==> src/rtl/icp_pkg.sv <==
// Types and constants for the ISO 6709 coordinate parser.
package icp_pkg;

    localparam int CH_W      = 8;
    localparam int LAT_W     = 20;
    localparam int LON_W     = 23;
    localparam int LAT_MAG_W = LAT_W - 1;
    localparam int LON_MAG_W = LON_W - 1;
    localparam int CNT_W     = 3;

    localparam logic [CH_W-1:0] CH_PLUS  = 8'h2B;
    localparam logic [CH_W-1:0] CH_MINUS = 8'h2D;
    localparam logic [CH_W-1:0] CH_ZERO  = 8'h30;
    localparam logic [CH_W-1:0] CH_NINE  = 8'h39;
    localparam logic [CH_W-1:0] CH_NUL   = 8'h00;

    localparam int SEC_PER_MIN = 60;
    localparam int SEC_PER_DEG = 3600;

    localparam int LAT_ARCSEC_MAX = 362439;
    localparam int LON_ARCSEC_MAX = 3602439;

    typedef enum logic [4:0] {
        PH_SIGN = 5'b00001,
        PH_LAT  = 5'b00010,
        PH_LON  = 5'b00100,
        PH_DONE = 5'b01000,
        PH_BAD  = 5'b10000
    } phase_t;

endpackage

==> src/rtl/iso6709_coordinate_parser.sv <==
// Top level: ISO 6709 coordinate string parser, one character per word.
//
//  channel | direction | payload                                 | word
//  --------+-----------+-----------------------------------------+------------------
//  s_      | in        | s_ch[7:0], s_last                       | one character
//  m_      | out       | m_valid_res, m_lat_arcsec, m_lon_arcsec | one parsed string
//
// One character is taken per cycle while s_ready is high; the result word is
// registered: the word with s_last goes to the input register, then the result
// to the result register. Reset (aresetn low, synchronous) empties both
// registers and returns the parser to waiting for the leading sign.
// While a result waits on m_ready, characters without s_last keep flowing;
// a character with s_last waits in the input register until the result slot frees.
module iso6709_coordinate_parser
    import icp_pkg::*;
(
    input  logic                    aclk,
    input  logic                    aresetn,
    input  logic                    s_valid,
    output logic                    s_ready,
    input  logic [CH_W-1:0]         s_ch,
    input  logic                    s_last,
    output logic                    m_valid,
    input  logic                    m_ready,
    output logic                    m_valid_res,
    output logic signed [LAT_W-1:0] m_lat_arcsec,
    output logic signed [LON_W-1:0] m_lon_arcsec
);

    // input register
    logic            in_vld_reg, in_vld_next;
    logic [CH_W-1:0] ch_reg;
    logic            last_reg;

    // parser state
    phase_t          phase_reg, phase_next, phase_step;
    logic            lat_neg_reg, lat_neg_next;
    logic            lon_neg_reg, lon_neg_next;
    logic [CNT_W-1:0] lat_cnt_reg, lat_cnt_next;
    logic [CNT_W-1:0] lon_cnt_reg, lon_cnt_next;
    logic            lat_odd_reg, lat_odd_next;
    logic            lon_odd_reg, lon_odd_next;
    logic [6:0]      lat_deg_reg, lat_deg_next;
    logic [6:0]      lat_min_reg, lat_min_next;
    logic [6:0]      lat_sec_reg, lat_sec_next;
    logic [9:0]      lon_deg_reg, lon_deg_next;
    logic [6:0]      lon_min_reg, lon_min_next;
    logic [6:0]      lon_sec_reg, lon_sec_next;

    // result register
    logic                    m_valid_reg, m_valid_next;
    logic                    res_ok_reg;
    logic signed [LAT_W-1:0] lat_res_reg;
    logic signed [LON_W-1:0] lon_res_reg;

    logic            s_fire, advance, ok;
    logic            is_digit, is_sign;
    logic [3:0]      digit;
    logic [6:0]      lat_deg_eff, lat_min_eff, lat_sec_eff, lon_min_eff, lon_sec_eff;
    logic [9:0]      lon_deg_eff;
    logic [LAT_MAG_W-1:0] lat_mag;
    logic [LON_MAG_W-1:0] lon_mag;
    logic [LAT_W-1:0] lat_val;
    logic [LON_W-1:0] lon_val;

    // a last word only moves on when the result slot is free or being drained
    assign advance = in_vld_reg && (!last_reg || !m_valid_reg || m_ready);
    assign s_ready = !in_vld_reg || advance;
    assign s_fire  = s_valid && s_ready;

    assign is_digit = (ch_reg >= CH_ZERO) && (ch_reg <= CH_NINE);
    assign is_sign  = (ch_reg == CH_PLUS) || (ch_reg == CH_MINUS);
    assign digit    = ch_reg[3:0];

    // partial groups count as zero
    assign lat_deg_eff = (lat_cnt_reg >= 3'd2) ? lat_deg_reg : '0;
    assign lat_min_eff = (lat_cnt_reg >= 3'd4) ? lat_min_reg : '0;
    assign lat_sec_eff = (lat_cnt_reg >= 3'd6) ? lat_sec_reg : '0;
    assign lon_deg_eff = (lon_cnt_reg >= 3'd3) ? lon_deg_reg : '0;
    assign lon_min_eff = (lon_cnt_reg >= 3'd5) ? lon_min_reg : '0;
    assign lon_sec_eff = (lon_cnt_reg >= 3'd7) ? lon_sec_reg : '0;

    // A string can only end valid on a non-digit step, so digit state is
    // already final in the registers when the last word is processed.
    assign lat_mag = LAT_MAG_W'(lat_deg_eff) * LAT_MAG_W'(SEC_PER_DEG)
                   + LAT_MAG_W'(lat_min_eff) * LAT_MAG_W'(SEC_PER_MIN)
                   + LAT_MAG_W'(lat_sec_eff);
    assign lon_mag = LON_MAG_W'(lon_deg_eff) * LON_MAG_W'(SEC_PER_DEG)
                   + LON_MAG_W'(lon_min_eff) * LON_MAG_W'(SEC_PER_MIN)
                   + LON_MAG_W'(lon_sec_eff);
    assign lat_val = lat_neg_reg ? (LAT_W'(0) - {1'b0, lat_mag}) : {1'b0, lat_mag};
    assign lon_val = lon_neg_reg ? (LON_W'(0) - {1'b0, lon_mag}) : {1'b0, lon_mag};

    always_comb begin
        phase_step   = phase_reg;
        lat_neg_next = lat_neg_reg;
        lon_neg_next = lon_neg_reg;
        lat_cnt_next = lat_cnt_reg;
        lon_cnt_next = lon_cnt_reg;
        lat_odd_next = lat_odd_reg;
        lon_odd_next = lon_odd_reg;
        lat_deg_next = lat_deg_reg;
        lat_min_next = lat_min_reg;
        lat_sec_next = lat_sec_reg;
        lon_deg_next = lon_deg_reg;
        lon_min_next = lon_min_reg;
        lon_sec_next = lon_sec_reg;

        case (phase_reg)
            PH_SIGN: begin
                if (is_sign) begin
                    lat_neg_next = (ch_reg == CH_MINUS);
                    phase_step   = PH_LAT;
                end else begin
                    phase_step = PH_BAD;
                end
            end
            PH_LAT: begin
                if (is_sign) begin
                    lon_neg_next = (ch_reg == CH_MINUS);
                    phase_step   = PH_LON;
                end else if (is_digit) begin
                    if (lat_cnt_reg < 3'd2)
                        lat_deg_next = 7'(lat_deg_reg * 7'd10 + {3'b0, digit});
                    else if (lat_cnt_reg < 3'd4)
                        lat_min_next = 7'(lat_min_reg * 7'd10 + {3'b0, digit});
                    else if (lat_cnt_reg < 3'd6)
                        lat_sec_next = 7'(lat_sec_reg * 7'd10 + {3'b0, digit});
                    if (lat_cnt_reg != 3'd7)
                        lat_cnt_next = lat_cnt_reg + 3'd1;
                    lat_odd_next = !lat_odd_reg;
                end else begin
                    phase_step = PH_BAD;
                end
            end
            PH_LON: begin
                if (is_digit) begin
                    if (lon_cnt_reg < 3'd3)
                        lon_deg_next = 10'(lon_deg_reg * 10'd10 + {6'b0, digit});
                    else if (lon_cnt_reg < 3'd5)
                        lon_min_next = 7'(lon_min_reg * 7'd10 + {3'b0, digit});
                    else if (lon_cnt_reg < 3'd7)
                        lon_sec_next = 7'(lon_sec_reg * 7'd10 + {3'b0, digit});
                    if (lon_cnt_reg != 3'd7)
                        lon_cnt_next = lon_cnt_reg + 3'd1;
                    lon_odd_next = !lon_odd_reg;
                end else if (ch_reg == CH_NUL) begin
                    phase_step = PH_BAD;
                end else begin
                    phase_step = PH_DONE;
                end
            end
            PH_DONE: phase_step = PH_DONE;
            default: phase_step = PH_BAD;
        endcase

        ok = (phase_step == PH_DONE) && !lat_odd_reg && lon_odd_reg;
        phase_next = phase_step;

        // end of string: back to the reset state
        if (last_reg) begin
            phase_next   = PH_SIGN;
            lat_neg_next = 1'b0;
            lon_neg_next = 1'b0;
            lat_cnt_next = '0;
            lon_cnt_next = '0;
            lat_odd_next = 1'b0;
            lon_odd_next = 1'b0;
            lat_deg_next = '0;
            lat_min_next = '0;
            lat_sec_next = '0;
            lon_deg_next = '0;
            lon_min_next = '0;
            lon_sec_next = '0;
        end
    end

    always_comb begin
        if (s_fire)
            in_vld_next = 1'b1;
        else if (advance)
            in_vld_next = 1'b0;
        else
            in_vld_next = in_vld_reg;

        m_valid_next = (m_valid_reg && !m_ready) || (advance && last_reg);
    end

    always_ff @(posedge aclk) begin
        if (!aresetn) begin
            in_vld_reg  <= 1'b0;
            m_valid_reg <= 1'b0;
            phase_reg   <= PH_SIGN;
            lat_neg_reg <= 1'b0;
            lon_neg_reg <= 1'b0;
            lat_cnt_reg <= '0;
            lon_cnt_reg <= '0;
            lat_odd_reg <= 1'b0;
            lon_odd_reg <= 1'b0;
            lat_deg_reg <= '0;
            lat_min_reg <= '0;
            lat_sec_reg <= '0;
            lon_deg_reg <= '0;
            lon_min_reg <= '0;
            lon_sec_reg <= '0;
        end else begin
            in_vld_reg  <= in_vld_next;
            m_valid_reg <= m_valid_next;
            if (advance) begin
                phase_reg   <= phase_next;
                lat_neg_reg <= lat_neg_next;
                lon_neg_reg <= lon_neg_next;
                lat_cnt_reg <= lat_cnt_next;
                lon_cnt_reg <= lon_cnt_next;
                lat_odd_reg <= lat_odd_next;
                lon_odd_reg <= lon_odd_next;
                lat_deg_reg <= lat_deg_next;
                lat_min_reg <= lat_min_next;
                lat_sec_reg <= lat_sec_next;
                lon_deg_reg <= lon_deg_next;
                lon_min_reg <= lon_min_next;
                lon_sec_reg <= lon_sec_next;
            end
        end
    end

    // payload registers
    always_ff @(posedge aclk) begin
        if (s_fire) begin
            ch_reg   <= s_ch;
            last_reg <= s_last;
        end
        if (advance && last_reg) begin
            res_ok_reg  <= ok;
            lat_res_reg <= ok ? lat_val : '0;
            lon_res_reg <= ok ? lon_val : '0;
        end
    end

    assign m_valid      = m_valid_reg;
    assign m_valid_res  = res_ok_reg;
    assign m_lat_arcsec = lat_res_reg;
    assign m_lon_arcsec = lon_res_reg;

endmodule

==> config.mk <==
export PLATFORM = sky130hd
export DESIGN_NAME = iso6709_coordinate_parser
export DESIGN_NICKNAME = d
export VERILOG_FILES = /design/src/rtl/icp_pkg.sv /design/src/rtl/iso6709_coordinate_parser.sv
export SDC_FILE = /design/constraint.sdc
export NUM_CORES = 1
export LEC_CHECK = 0
export ABC_AREA = 0
export BUFFER_PORTS_ARGS = -buffer_cell sky130_fd_sc_hd__buf_2
export CORE_MARGIN = 2
export CORE_UTILIZATION = 45
export DETAILED_ROUTE_END_ITERATION = 16
export HOLD_SLACK_MARGIN = 0.15
export SETUP_SLACK_MARGIN = 0.3
export SYNTH_ARGS = -nofsm -noshare
export SYNTH_HDL_FRONTEND = slang
export SYNTH_SLANG_ARGS = --single-unit
==> constraint.sdc <==
create_clock -name aclk -period 6.25 [get_ports aclk]
set_clock_uncertainty 0.1 [all_clocks]
set_input_delay 0.625 -clock aclk [delete_from_list [all_inputs] [get_ports aclk]]
set_output_delay 0.625 -clock aclk [all_outputs]
set_load 0.02 [all_outputs]
=== After elaboration in Yosys (flattened, before gate mapping) ===
Index checks and enable logic that the tools add are counted.

* Flip-flop bits (word level): 115
* Output and inout bits: 46
* Word-level logic and storage cells: 192

* Add/subtract/negate cells: 14
* Multipliers: 10
* Order comparisons: 14
* Equal/unequal tests: 14
* Mux-type cells: 71
* Reduce and logical (&&, ||, !) cells: 47

{| class="wikitable"
|+ Operators by type and width
! operator !! number
|-
| $mux 7 || 34
|-
| $mux 10 || 5
|-
| $add 7x4->7 || 5
|-
| $mul 7x3->6 const B || 5
|-
| $mux 5 || 6
|-
| $reduce_bool 2->1 || 14
|-
| $mux 3 || 9
|-
| $sub 1x22->23 const A || 1
|-
| $add 22x13->22 || 1
|-
| $add 22x7->22 || 1
|-
| $mul 7x4->11 const B || 2
|-
| $mux 22 || 1
|-
| $pmux 5 s4 || 1
|-
| $sub 1x19->20 const A || 1
|-
| $add 19x13->19 || 1
|-
| $add 19x7->19 || 1
|-
| $mux 19 || 1
|-
| $mul 10x8->18 const B || 1
|-
| $eq 8x6->1 const B || 2
|-
| $mul 7x8->15 const B || 1
|-
| $reduce_and 5->1 || 3
|-
| $mux 1 || 14
|-
| $ge 3x3->1 const B || 4
|-
| $lt 3x3->1 const B || 4
|-
| other kinds (22) || 52
|}

=== Depth between registers and ports, before layout ===
Gate-level depths: netlist of run 1.

* Depth in word-level cells: 9
* Depth in mapped cells: 31

=== Worst setup path after synthesis of run 1 ===
OpenSTA, ideal clock, no wires.

* Kind: flip-flop to flip-flop
* Start: reg lon_cnt_reg[0]
* End: reg lon_res_reg[22], in the netlist m_lon_arcsec[22], data pin
* Setup time: 0.255 ns
* Arrival: 5.877 ns
* Required time: 5.895 ns
* Setup slack: 0.018 ns
* Stages on the path, launching flop included: 24
* Path buffers: 1
* Period minus slack after synthesis: 6.232 ns
* Path through: dfxtp_1 > ha_1 > ha_1 > nand2b_1 > clkbuf_1 > and2_1 > fa_1 > ha_1 > fa_1 > ha_1 > inv_1 > fa_1 > inv_1 > ha_1 > ha_1 > and4_1 > a311oi_1 > a31oi_1 > nand3_1 > xor2_1 > nand3_1 > or3_1 > a211o_1 > and3_1

* Longest elaborated chain between the ends: 6
* Elaborated cells on any way between the ends: 11
* Classes of those cells: add/sub: 3; mul: 2; order compare: 3; mux: 3

{| class="wikitable"
|+ RTL lines
! item !! line !! source
|-
| start, declared || iso6709_coordinate_parser.sv:40 || <nowiki>logic [CNT_W-1:0] lon_cnt_reg, lon_cnt_next;</nowiki>
|-
| start signal, assigned || iso6709_coordinate_parser.sv:214 || <nowiki>lon_cnt_reg <= lon_cnt_next;</nowiki>
|-
| $ge 3x2->1 or $ge 3x3->1 (tied branches) || iso6709_coordinate_parser.sv:79, iso6709_coordinate_parser.sv:80 ||
|-
| $mux 10 or $mux 7 (tied branches) || iso6709_coordinate_parser.sv:79, iso6709_coordinate_parser.sv:80 ||
|-
| $mul 10x8->18 or $mul 7x4->11 (tied branches) || iso6709_coordinate_parser.sv:88, iso6709_coordinate_parser.sv:89 ||
|-
| $add 22x13->22 || iso6709_coordinate_parser.sv:89 || <nowiki>+ LON_MAG_W'(lon_min_eff) * LON_MAG_W'(SEC_PER_MIN)</nowiki>
|-
| $add 22x7->22 * || iso6709_coordinate_parser.sv:90 || <nowiki>+ LON_MAG_W'(lon_sec_eff);</nowiki>
|-
| $sub 1x22->23 * || iso6709_coordinate_parser.sv:92 || <nowiki>assign lon_val = lon_neg_reg ? (LON_W'(0) - {1'b0, lon_mag}) : {1'b0, lon_mag};</nowiki>
|-
| end signal, assigned || iso6709_coordinate_parser.sv:236 || <nowiki>lon_res_reg <= ok ? lon_val : '0;</nowiki>
|-
| end, declared || iso6709_coordinate_parser.sv:54 || <nowiki>logic signed [LON_W-1:0] lon_res_reg;</nowiki>
|}

Every way passes the cells marked *; elsewhere a longest branch is shown, timed or not.
A chain may end at the register's enable or synchronous reset.

=== Worst setup path in the final report of run 1 ===
* Start: reg lon_cnt_reg[0]
* End: reg lon_res_reg[21], in the netlist m_lon_arcsec[21], data pin

* Longest elaborated chain between the ends: 7
* Elaborated cells on any way between the ends: 12
* Classes of those cells: add/sub: 3; mul: 2; order compare: 3; mux: 4

{| class="wikitable"
|+ RTL lines
! item !! line
|-
| $ge 3x2->1 or $ge 3x3->1 (tied branches) || iso6709_coordinate_parser.sv:79, iso6709_coordinate_parser.sv:80
|-
| $mux 10 or $mux 7 (tied branches) || iso6709_coordinate_parser.sv:79, iso6709_coordinate_parser.sv:80
|-
| $mul 10x8->18 or $mul 7x4->11 (tied branches) || iso6709_coordinate_parser.sv:88, iso6709_coordinate_parser.sv:89
|-
| $add 22x13->22 || iso6709_coordinate_parser.sv:89
|-
| $add 22x7->22 * || iso6709_coordinate_parser.sv:90
|-
| $sub 1x22->23 || iso6709_coordinate_parser.sv:92
|-
| $mux 22 * || iso6709_coordinate_parser.sv:92
|}

Marked as above.

==> flow_metrics.tcl, run 1 <==
set metrics [dict create \
    startpoint_type "flop" \
    wl_per_cell_um 14.6 \
    ir_drop_uv 136 \
    cap_violations 0 \
    root_buffer "clkbuf_16" \
    tns_ps 0 \
    wl_um 27000 \
    cp_common_cell "nand4_1" \
    core_mm2 0.0270 \
    synth.net_count 1650 \
    critPathSlowestCell "fa_1" \
    place_ws_ps 42.4 \
    leakagePower_nw 7.18 \
    yosysSeqAreaShare 0.229 \
    worstMarginPinSlew_ps 1060 \
    postSynthCellCount 1381 \
    hpwl_um 20300 \
    cp_top_family "simple AND/OR/NAND/NOR gates" \
    total_power_mw 1.85 \
    nFillCells 2412 \
    drt_iter0_drc 576 \
    antenna_left 0 \
    postLayoutCoreUtil 0.546 \
    final_cell_mix "ha_1 (180), inv_1 (122), nor2_1 (97)" \
    drc 0 \
    hold_viol 0 \
    cp_max_fo 10 \
    r2r_slack_ps 310 \
    r2r_end "m_lon_arcsec[21]" \
    worstSetupEndpointType "flop" \
    synth_enable_flop_cells 53 \
    antenna_cells 0 \
    critPathLaunch "lon_cnt_reg[0]" \
    required_ps 6300 \
    grt_max_degree 61 \
    maxSlewHeadroom 0.291 \
    min_path_cells 1 \
    grt_pass1_vias 9348 \
    crit_arrival_ps 5980 \
    largest_register_ffs 23 \
    max_freq_mhz 168 \
    setup_slack_ps 314 \
    max_stage_delay_ps 500 \
    clock-sinks 115 \
    setup_viol 0 \
    drive_gt1_frac 0.184 \
    vias_per_cell 5.25 \
    finalCritPeriodShare 0.950 \
    cts_tree "done" \
    fin_cells 1851 \
    synth.distinct_cells 71 \
    nets 1766 \
    synth-async-reset-ratio 0 \
    area_delta_synth_final_pct 19.1 \
    drt_pass1_iterations 6 \
    worst-r2r-cell-count 25 \
    cts_htree_levels 4 \
    cts.clk_slew.worst_paths_ps 60 \
    path_buf_inv 4 \
    ys.flop_type "dfxtp_1" \
    cp.depth 25 \
    via_count 9725 \
    grt_usage 0.191 \
    io_buffer_count 58 \
    crit_type "flop to flop" \
    rr_startpoint "lon_cnt_reg[0]" \
    die_w_um 170 \
    hold_end "last_reg" \
    io_pins 59 \
    syn_area_per_cell_um2 8.94 \
    clockBufferDepth 2 \
    antenna_found_initial 0 \
    final_common_cell "ha_1" \
    grt_pass1_wl_um 45200 \
    drv_slew 0 \
    min_from "s_last" \
    design.die.area_mm2 0.0288 \
    chipHeight_um 170 \
    clk-insertion-delay-late_ps 420 \
    synth_area_mm2 0.0124 \
    gp_congestion 0.865 \
    ys_ff_latch 115 \
    hp-class "input port to flop" \
    dp.cells 1771 \
    rsz0062_at_grt "true" \
    period_needed_ps 5940 \
    numCtsBuffers 17 \
    rows 60 \
    powerDensity_mw_per_mm2 126 \
    start_util 0.458 \
    overflow 0 \
    outcome "finished clean" \
    synth_warnings 0 \
]
[area by class of cell]
cell class | count | area, um2 | share of cell area
Multi-Input combinational cell | 1097 | 9490 | 0.645
Clock buffer | 19 | 443 | 0.0301
Tap cell | 341 | 427 | 0.0290
Clock inverter | 13 | 133 | 0.00902
Timing Repair Buffer | 132 | 861 | 0.0585
Sequential cell | 115 | 2850 | 0.194
Inverter | 134 | 505 | 0.0344
[cell families after synthesis]
family / Yosys count / share of synthesized area
and+or+nand+nor: 409 / 0.171
AOI/OAI and AO/OA: 274 / 0.143
adders and majority gates: 257 / 0.292
buffers and inverters: 169 / 0.0517
xor gates and xnor gates: 149 / 0.106
DFF: 115 / 0.229
muxes: 8 / 0.00648
[repair_timing]
action	CTS	global route
setup endpoints to repair	9	16
setup buffers	19	29
hold buffers	0	0
resized for setup	44	79
pin swaps	33	81
[how the worst max path moves through the flow]
stage,to
floorplan,m_lat_arcsec[18]
global placement,m_lon_arcsec[22]
detailed placement,m_lon_arcsec[21]
CTS,m_lon_arcsec[22]
global route,m_lon_arcsec[21]
finish,m_lon_arcsec[21]
[metrics by stage]
stage	hold WS, ps	instance area [um2]
after floorplan	370	12400
after global placement	397	13200
after detailed placement	410	13200
after CTS	265	14100
after global routing	268	14700
final	285	14700
[worst register-to-register path: stages (launching register included)]
cell and delay (ps):
dfxtp_4 370, buf_6 140, nor3_4 210, nor2_2 70
buf_6 140, and3_2 240, fa_1 500, ha_1 320
a21o_1 170, a21oi_2 170, o21ai_1 110, a21oi_1 240
buf_4 160, xnor2_1 130, ha_1 270, ha_2 430
and4_4 280, nand4_1 140, a31oi_4 270, nand4_1 170
buf_4 170, nor3_2 90, nand4_1 160, a2111oi_2 410
or3_1 160, a21oi_1 60
[cell usage after synthesis, types with 6 or more instances]
master,n,area share
ha_1,203,0.21
inv_1,134,0.041
nor2_1,101,0.031
xnor2_1,97,0.069
a21oi_1,82,0.033
nand2_1,80,0.024
dfxtp_1,62,0.10
nor2b_1,61,0.031
o21ai_0,61,0.025
edfxtp_1,53,0.13
fa_1,53,0.086
xor2_1,52,0.037
a21o_1,33,0.020
clkbuf_1,32,0.0097
nor3_1,30,0.012
and2_1,25,0.013
a22oi_1,18,0.011
nand2b_1,14,0.0071
nand3_1,14,0.0057
nor3b_1,12,0.0073
or3_1,11,0.0056
and3_1,10,0.0051
nand4_1,10,0.0051
o21bai_1,9,0.0055
a21boi_0,8,0.0049
mux2i_1,8,0.0065
nand3b_1,7,0.0043
nor4_1,7,0.0035
o31ai_1,7,0.0043
or2_2,7,0.0035
a211oi_1,6,0.0036
[where the power goes]
group	internal (mW)	switching, mW	total [mW]
Combinational	0.0336	0.0500	0.0835
Clock	0.595	0.368	0.962
Sequential	0.793	0.0137	0.807
[per-layer routing]
| layer | wire, um | track usage |
|---|---|---|
| met1 | 13800 | 0.270 |
| met5 | 0 | 0 |
| met4 | 153 | 0.0383 |
| met3 | 694 | 0.0252 |
| met2 | 12400 | 0.314 |
(Power assumes the default switching activity.)
==> run 2: changes to the inputs <==
==> constraint.sdc (replaced) <==
create_clock -name aclk -period 6.25 [get_ports aclk]
set_clock_uncertainty 0.1 [all_clocks]
set_input_delay 0.3125 -clock aclk [delete_from_list [all_inputs] [get_ports aclk]]
set_output_delay 0.3125 -clock aclk [all_outputs]
set_load 0.02 [all_outputs]
==> run 2 against run 1 <==
  * Die area did not move
  * Critical path type unchanged
  * Maximum frequency about the same
  * Cell count up 0.54%
  * Via count rose by 0.68%
  * Critical path depth increased by 1
  * First-iteration DRC count fell by 5.0%
  * Highest routed layer unchanged
==> flow_metrics.tcl, run 2 (synthesis gave the netlist of run 1 again) <==
set metrics [dict create \
    grt_pass1_vias 9422 \
    vias_per_cell 5.26 \
    fin_cells 1861 \
    ir_drop_uv 137 \
    cap_violations 0 \
    worstSetupEndpointType "flop" \
    wl_um 27200 \
    startpoint_type "flop" \
    largest_register_ffs 23 \
    met3_usage 0.0252 \
    postLayoutCoreUtil 0.550 \
    hpwl_um 20300 \
    nFillCells 2402 \
    powerDensity_mw_per_mm2 125 \
    antenna_left 0 \
    outcome "finished clean" \
    die_w_um 170 \
    setup_viol 0 \
    via_count 9791 \
    busiest_layer "met2" \
    maxSlewHeadroom 0.288 \
    clk-insertion-delay-late_ps 420 \
    final_common_cell "ha_1" \
    crit_type "flop to flop" \
    period_needed_ps 5940 \
    io_buffer_count 58 \
    rsz0062_at_grt "true" \
    leakagePower_nw 7.22 \
    worstMarginPinSlew_ps 1070 \
    clock-sinks 115 \
    drt_pass1_iterations 5 \
    cts.clk_slew.worst_paths_ps 60 \
    cp_max_fo 10 \
    drv_slew 0 \
    hold_viol 0 \
    root_buffer "clkbuf_16" \
    drt_iter0_drc 547 \
    required_ps 6300 \
    tns_ps 0 \
    nets 1776 \
    design.die.area_mm2 0.0288 \
    core_mm2 0.0270 \
    met1_usage 0.270 \
    drive_gt1_frac 0.183 \
    rows 60 \
    drc 0 \
    dp.cells 1771 \
    chipHeight_um 170 \
    grt_pass1_wl_um 45400 \
    start_util 0.458 \
    numCtsBuffers 17 \
    grt_max_degree 61 \
    area_delta_synth_final_pct 19.9 \
    io_pins 59 \
    final_cell_mix "ha_1 (180), inv_1 (122), nor2_1 (97)" \
    antenna_cells 0 \
    antenna_found_initial 0 \
    crit_arrival_ps 5990 \
    wl_per_cell_um 14.6 \
    overflow 0 \
    finalCritPeriodShare 0.950 \
    clockBufferDepth 2 \
    hp-class "input port to flop" \
    max_freq_mhz 168 \
    cts_htree_levels 4 \
    cts_tree "done" \
    use_met2 0.316 \
    grt_usage 0.192 \
    total_power_mw 1.86 \
    gp_congestion 0.865 \
]
## run 2: cell type report
class	count	area, um2	area share
Tap cell	341	427	0.0288
Clock inverter	13	133	0.00895
Sequential cell	115	2850	0.192
Multi-Input combinational cell	1097	9490	0.641
Clock buffer	19	443	0.0299
Inverter	134	505	0.0341
Timing Repair Buffer	142	961	0.0649
## run 2: path summary, 6_finish.rpt
check,from,endpoint,slack [ps],depth (start not counted)
worst min register to register,lat_min_reg[6],lat_min_reg[6],410,2
worst min-delay path,m_ready,m_valid,170,3
worst max-delay path,lon_cnt_reg[1],m_lon_arcsec[21],310,26
worst max register to register,lon_cnt_reg[1],m_lon_arcsec[21],310,26
## run 2: timing repair
action,in CTS,in global routing
setup buffers,19,29
endpoints found under the hold margin,10,0
pin swaps,33,81
gates resized for setup,44,79
endpoints found under the setup margin,9,16
hold buffers,10,0
## run 2: report_power, final
part           switching, mW  total [mW]  internal (mW)
combinational         0.0507      0.0883         0.0376
sequential            0.0139       0.807          0.793
clock                  0.367       0.962          0.595
total                  0.432        1.86           1.43
## run 2: per-stage QoR
| stage | worst slack [ps] | area (um2) | hold WS, ps |
|---|---|---|---|
| 2_1_floorplan | 306 | 12400 | 311 |
| 3_3_place_gp | 159 | 13200 | 389 |
| 3_5_place_dp | 42.4 | 13200 | 391 |
| 4_1_cts | 310 | 14200 | 153 |
| 5_1_grt | 44.6 | 14800 | 174 |
| 6_report | 313 | 14800 | 165 |
## run 2: critical path: stages, from the launching register on
cell and delay, ps:
dfxtp_4 380, inv_4 40, ha_4 150, nor3_4 140
nor2_2 70, buf_6 140, and3_2 240, fa_1 500
ha_1 320, a21o_1 170, a21oi_2 170, o21ai_1 110
a21oi_1 240, buf_4 160, xnor2_1 130, ha_1 270
ha_2 430, and4_4 280, nand4_1 140, a31oi_4 270
nand4_1 170, buf_4 170, nor3_2 90, nand4_1 160
a2111oi_2 410, or3_1 160, a21oi_1 60
## run 2: routing by layer
layer  vias to the layer above  share of wire  wire [um]
met5                         -              0          0
met2                       149           0.46      12400
met4                         0         0.0066        179
li1                       5061              -          -
met3                        17          0.025        687
met1                      4564           0.51      13800
==> run 3: changes to the inputs <==
--- a/config.mk
+++ b/config.mk
@@ -8,9 +8,10 @@
 export ABC_AREA = 0
 export BUFFER_PORTS_ARGS = -buffer_cell sky130_fd_sc_hd__buf_2
 export CORE_MARGIN = 2
-export CORE_UTILIZATION = 45
+export CORE_UTILIZATION = 47
 export DETAILED_ROUTE_END_ITERATION = 16
 export HOLD_SLACK_MARGIN = 0.15
+export PLACE_DENSITY = 0.66
 export SETUP_SLACK_MARGIN = 0.3
 export SYNTH_ARGS = -nofsm -noshare
 export SYNTH_HDL_FRONTEND = slang
==> run 3 against run 2 <==
  * Flip-flop and latch count is the same
  * Worst setup slack better by 37 ps
  * Cell count is 1.6% lower
  * Sequential power about the same
  * Hold slack better by 260 ps
  * Critical endpoint unchanged
  * Largest power group unchanged
  * Highest routed layer unchanged
==> flow_metrics.tcl, run 3 (synthesis gave the netlist of run 1 again) <==
set metrics [dict create \
    outcome "finished clean" \
    hpwl_um 20000 \
    hp-class "flop to flop" \
    cts_tree "done" \
    multiInputGateArea_mm2 0.00946 \
    core_mm2 0.0259 \
    tns_ps 0 \
    chipHeight_um 166 \
    cts.clk_slew.worst_paths_ps 70 \
    worstSetupEndpointType "flop" \
    period_needed_ps 5900 \
    clk-insertion-delay-late_ps 430 \
    cp_common_cell "ha_4" \
    final_common_cell "ha_1" \
    root_buffer "clkbuf_16" \
    grt_pass1_vias 9573 \
    rows 59 \
    cp_max_fo 5 \
    area_delta_synth_final_pct 18.3 \
    path_buf_inv 3 \
    finalCritPeriodShare 0.944 \
    grt_usage 0.196 \
    postLayoutCoreUtil 0.564 \
    regArea_mm2 0.00286 \
    powerDensity_mw_per_mm2 130 \
    overflow 0 \
    nFillCells 2274 \
    clockBufferDepth 2 \
    drive_gt1_frac 0.172 \
    crit_arrival_ps 5960 \
    antenna_cells 0 \
    grt_pass1_wl_um 45400 \
    nets 1752 \
    numCtsBuffers 17 \
    path_cells "ha_4 > ha_2 > nand2b_4 > buf_4 > and2_1 > ha_1 > ha_4 > fa_1 > ha_4 > inv_1 > fa_1 > inv_2 > ha_4 > ha_4 > and4_4 > nand4_1 > a31oi_4 > nand4_1 > nor3_1 > nand4_1 > a2111oi_2 > or3_1 > a21oi_1" \
    vias_per_cell 5.35 \
    crit_type "flop to flop" \
    io_buffer_count 58 \
    final_cell_mix "ha_1 (181), inv_1 (123), nor2_1 (95)" \
    via_count 9794 \
    leakagePower_nw 7.11 \
    io_pins 59 \
    cap_violations 0 \
    cp_top_family "adder cells" \
    cts_htree_levels 4 \
    wl_per_cell_um 14.7 \
    finish.instance_area_mm2 0.0146 \
    largest_register_ffs 23 \
    antenna_left 0 \
    setup_viol 0 \
    startpoint_type "flop" \
    wl_um 26900 \
    start_util 0.477 \
    gp_congestion 0.884 \
    holdWs_ps 421 \
    critPathSlowestCell "fa_1" \
    antenna_found_initial 0 \
    place_area_mm2 0.0131 \
    drv_slew 0 \
    design.die.area_mm2 0.0276 \
    die_w_um 166 \
    max_stage_delay_ps 480 \
    hold_viol 0 \
    maxSlewHeadroom 0.280 \
    grt_max_degree 61 \
    clock-sinks 115 \
    rsz0062_at_grt "true" \
    drc 0 \
    required_ps 6310 \
    worstMarginPinSlew_ps 1080 \
    max_freq_mhz 169 \
    drt_pass1_iterations 5 \
    drt_iter0_drc 520 \
    ir_drop_uv 148 \
]
[run 3: cell types whose count changed in the layout (fill, tap and decap cells not counted), sizes merged]
| cell | delta |
|---|---|
| buf | -26 |
| inv | +5 |
| clkinvlp | -4 |
| clkbuf | -2 |
| dlygate4sd3 | +2 |
| clkinv | +1 |
[run 3: path summary, 6_finish.rpt]
path | slack (ps) | startpoint | endpoint | cells past startpoint
min reg2reg | 420 | lat_sec_reg[6] | lat_sec_reg[6] | 2
min | 420 | lat_sec_reg[6] | lat_sec_reg[6] | 2
max reg2reg | 350 | lon_cnt_reg[0] | m_lon_arcsec[21] | 23
max | 350 | lon_cnt_reg[0] | m_lon_arcsec[21] | 23
[run 3: worst register-to-register path: cells and delay by family, from the launching register on]
| kind | cells | cell delay (ps) |
|---|---|---|
| adders and majority gates | 9 | 2700 |
| and+or+nand+nor | 8 | 1460 |
| AOI/OAI and AO/OA | 3 | 750 |
| DFF | 1 | 380 |
| buffers and inverters | 3 | 230 |
[run 3: power by group]
part / internal [mW] / switching (mW) / leakage [nW]
Sequential: 0.792 / 0.0147 / 1.09
Combinational: 0.0380 / 0.0501 / 5.73
Clock: 0.597 / 0.402 / 0.290
Total: 1.43 / 0.467 / 7.11
[run 3: area by class of cell]
type	instances	share of cell area
timing repair buffer	118	0.0538
clock buffer	17	0.0291
multi-input combinational	1097	0.647
clock inverter	15	0.0116
tap	335	0.0287
sequential	115	0.195
inverter	134	0.0344
[run 3: per-layer routing]
metal  part of all wire  track usage  up-vias
met5                  0            0        -
li1                   -            -     4995
met3              0.028       0.0245       33
met2               0.47        0.326      158
met1               0.48        0.271     4608
met4              0.013       0.0491        0
[run 3: what timing repair did]
action                                  CTS  global route
resized for setup                        46            79
endpoints found under the hold margin    11             0
hold buffers                             12             0
pin swaps                                27            69
buffers inserted                         16            14
endpoints found under the setup margin   11            17
[run 3: metrics by stage]
| step | std cells | total power [mW] | setup WS [ps] |
|---|---|---|---|
| floorplan | 1381 | 0.881 | 306 |
| global placement | 1757 | 0.905 | 142 |
| detailed placement | 1757 | 0.907 | -0.827 |
| CTS | 1817 | 1.91 | 307 |
| global route | 1831 | 1.96 | 153 |
| finish | 1831 | 1.89 | 350 |
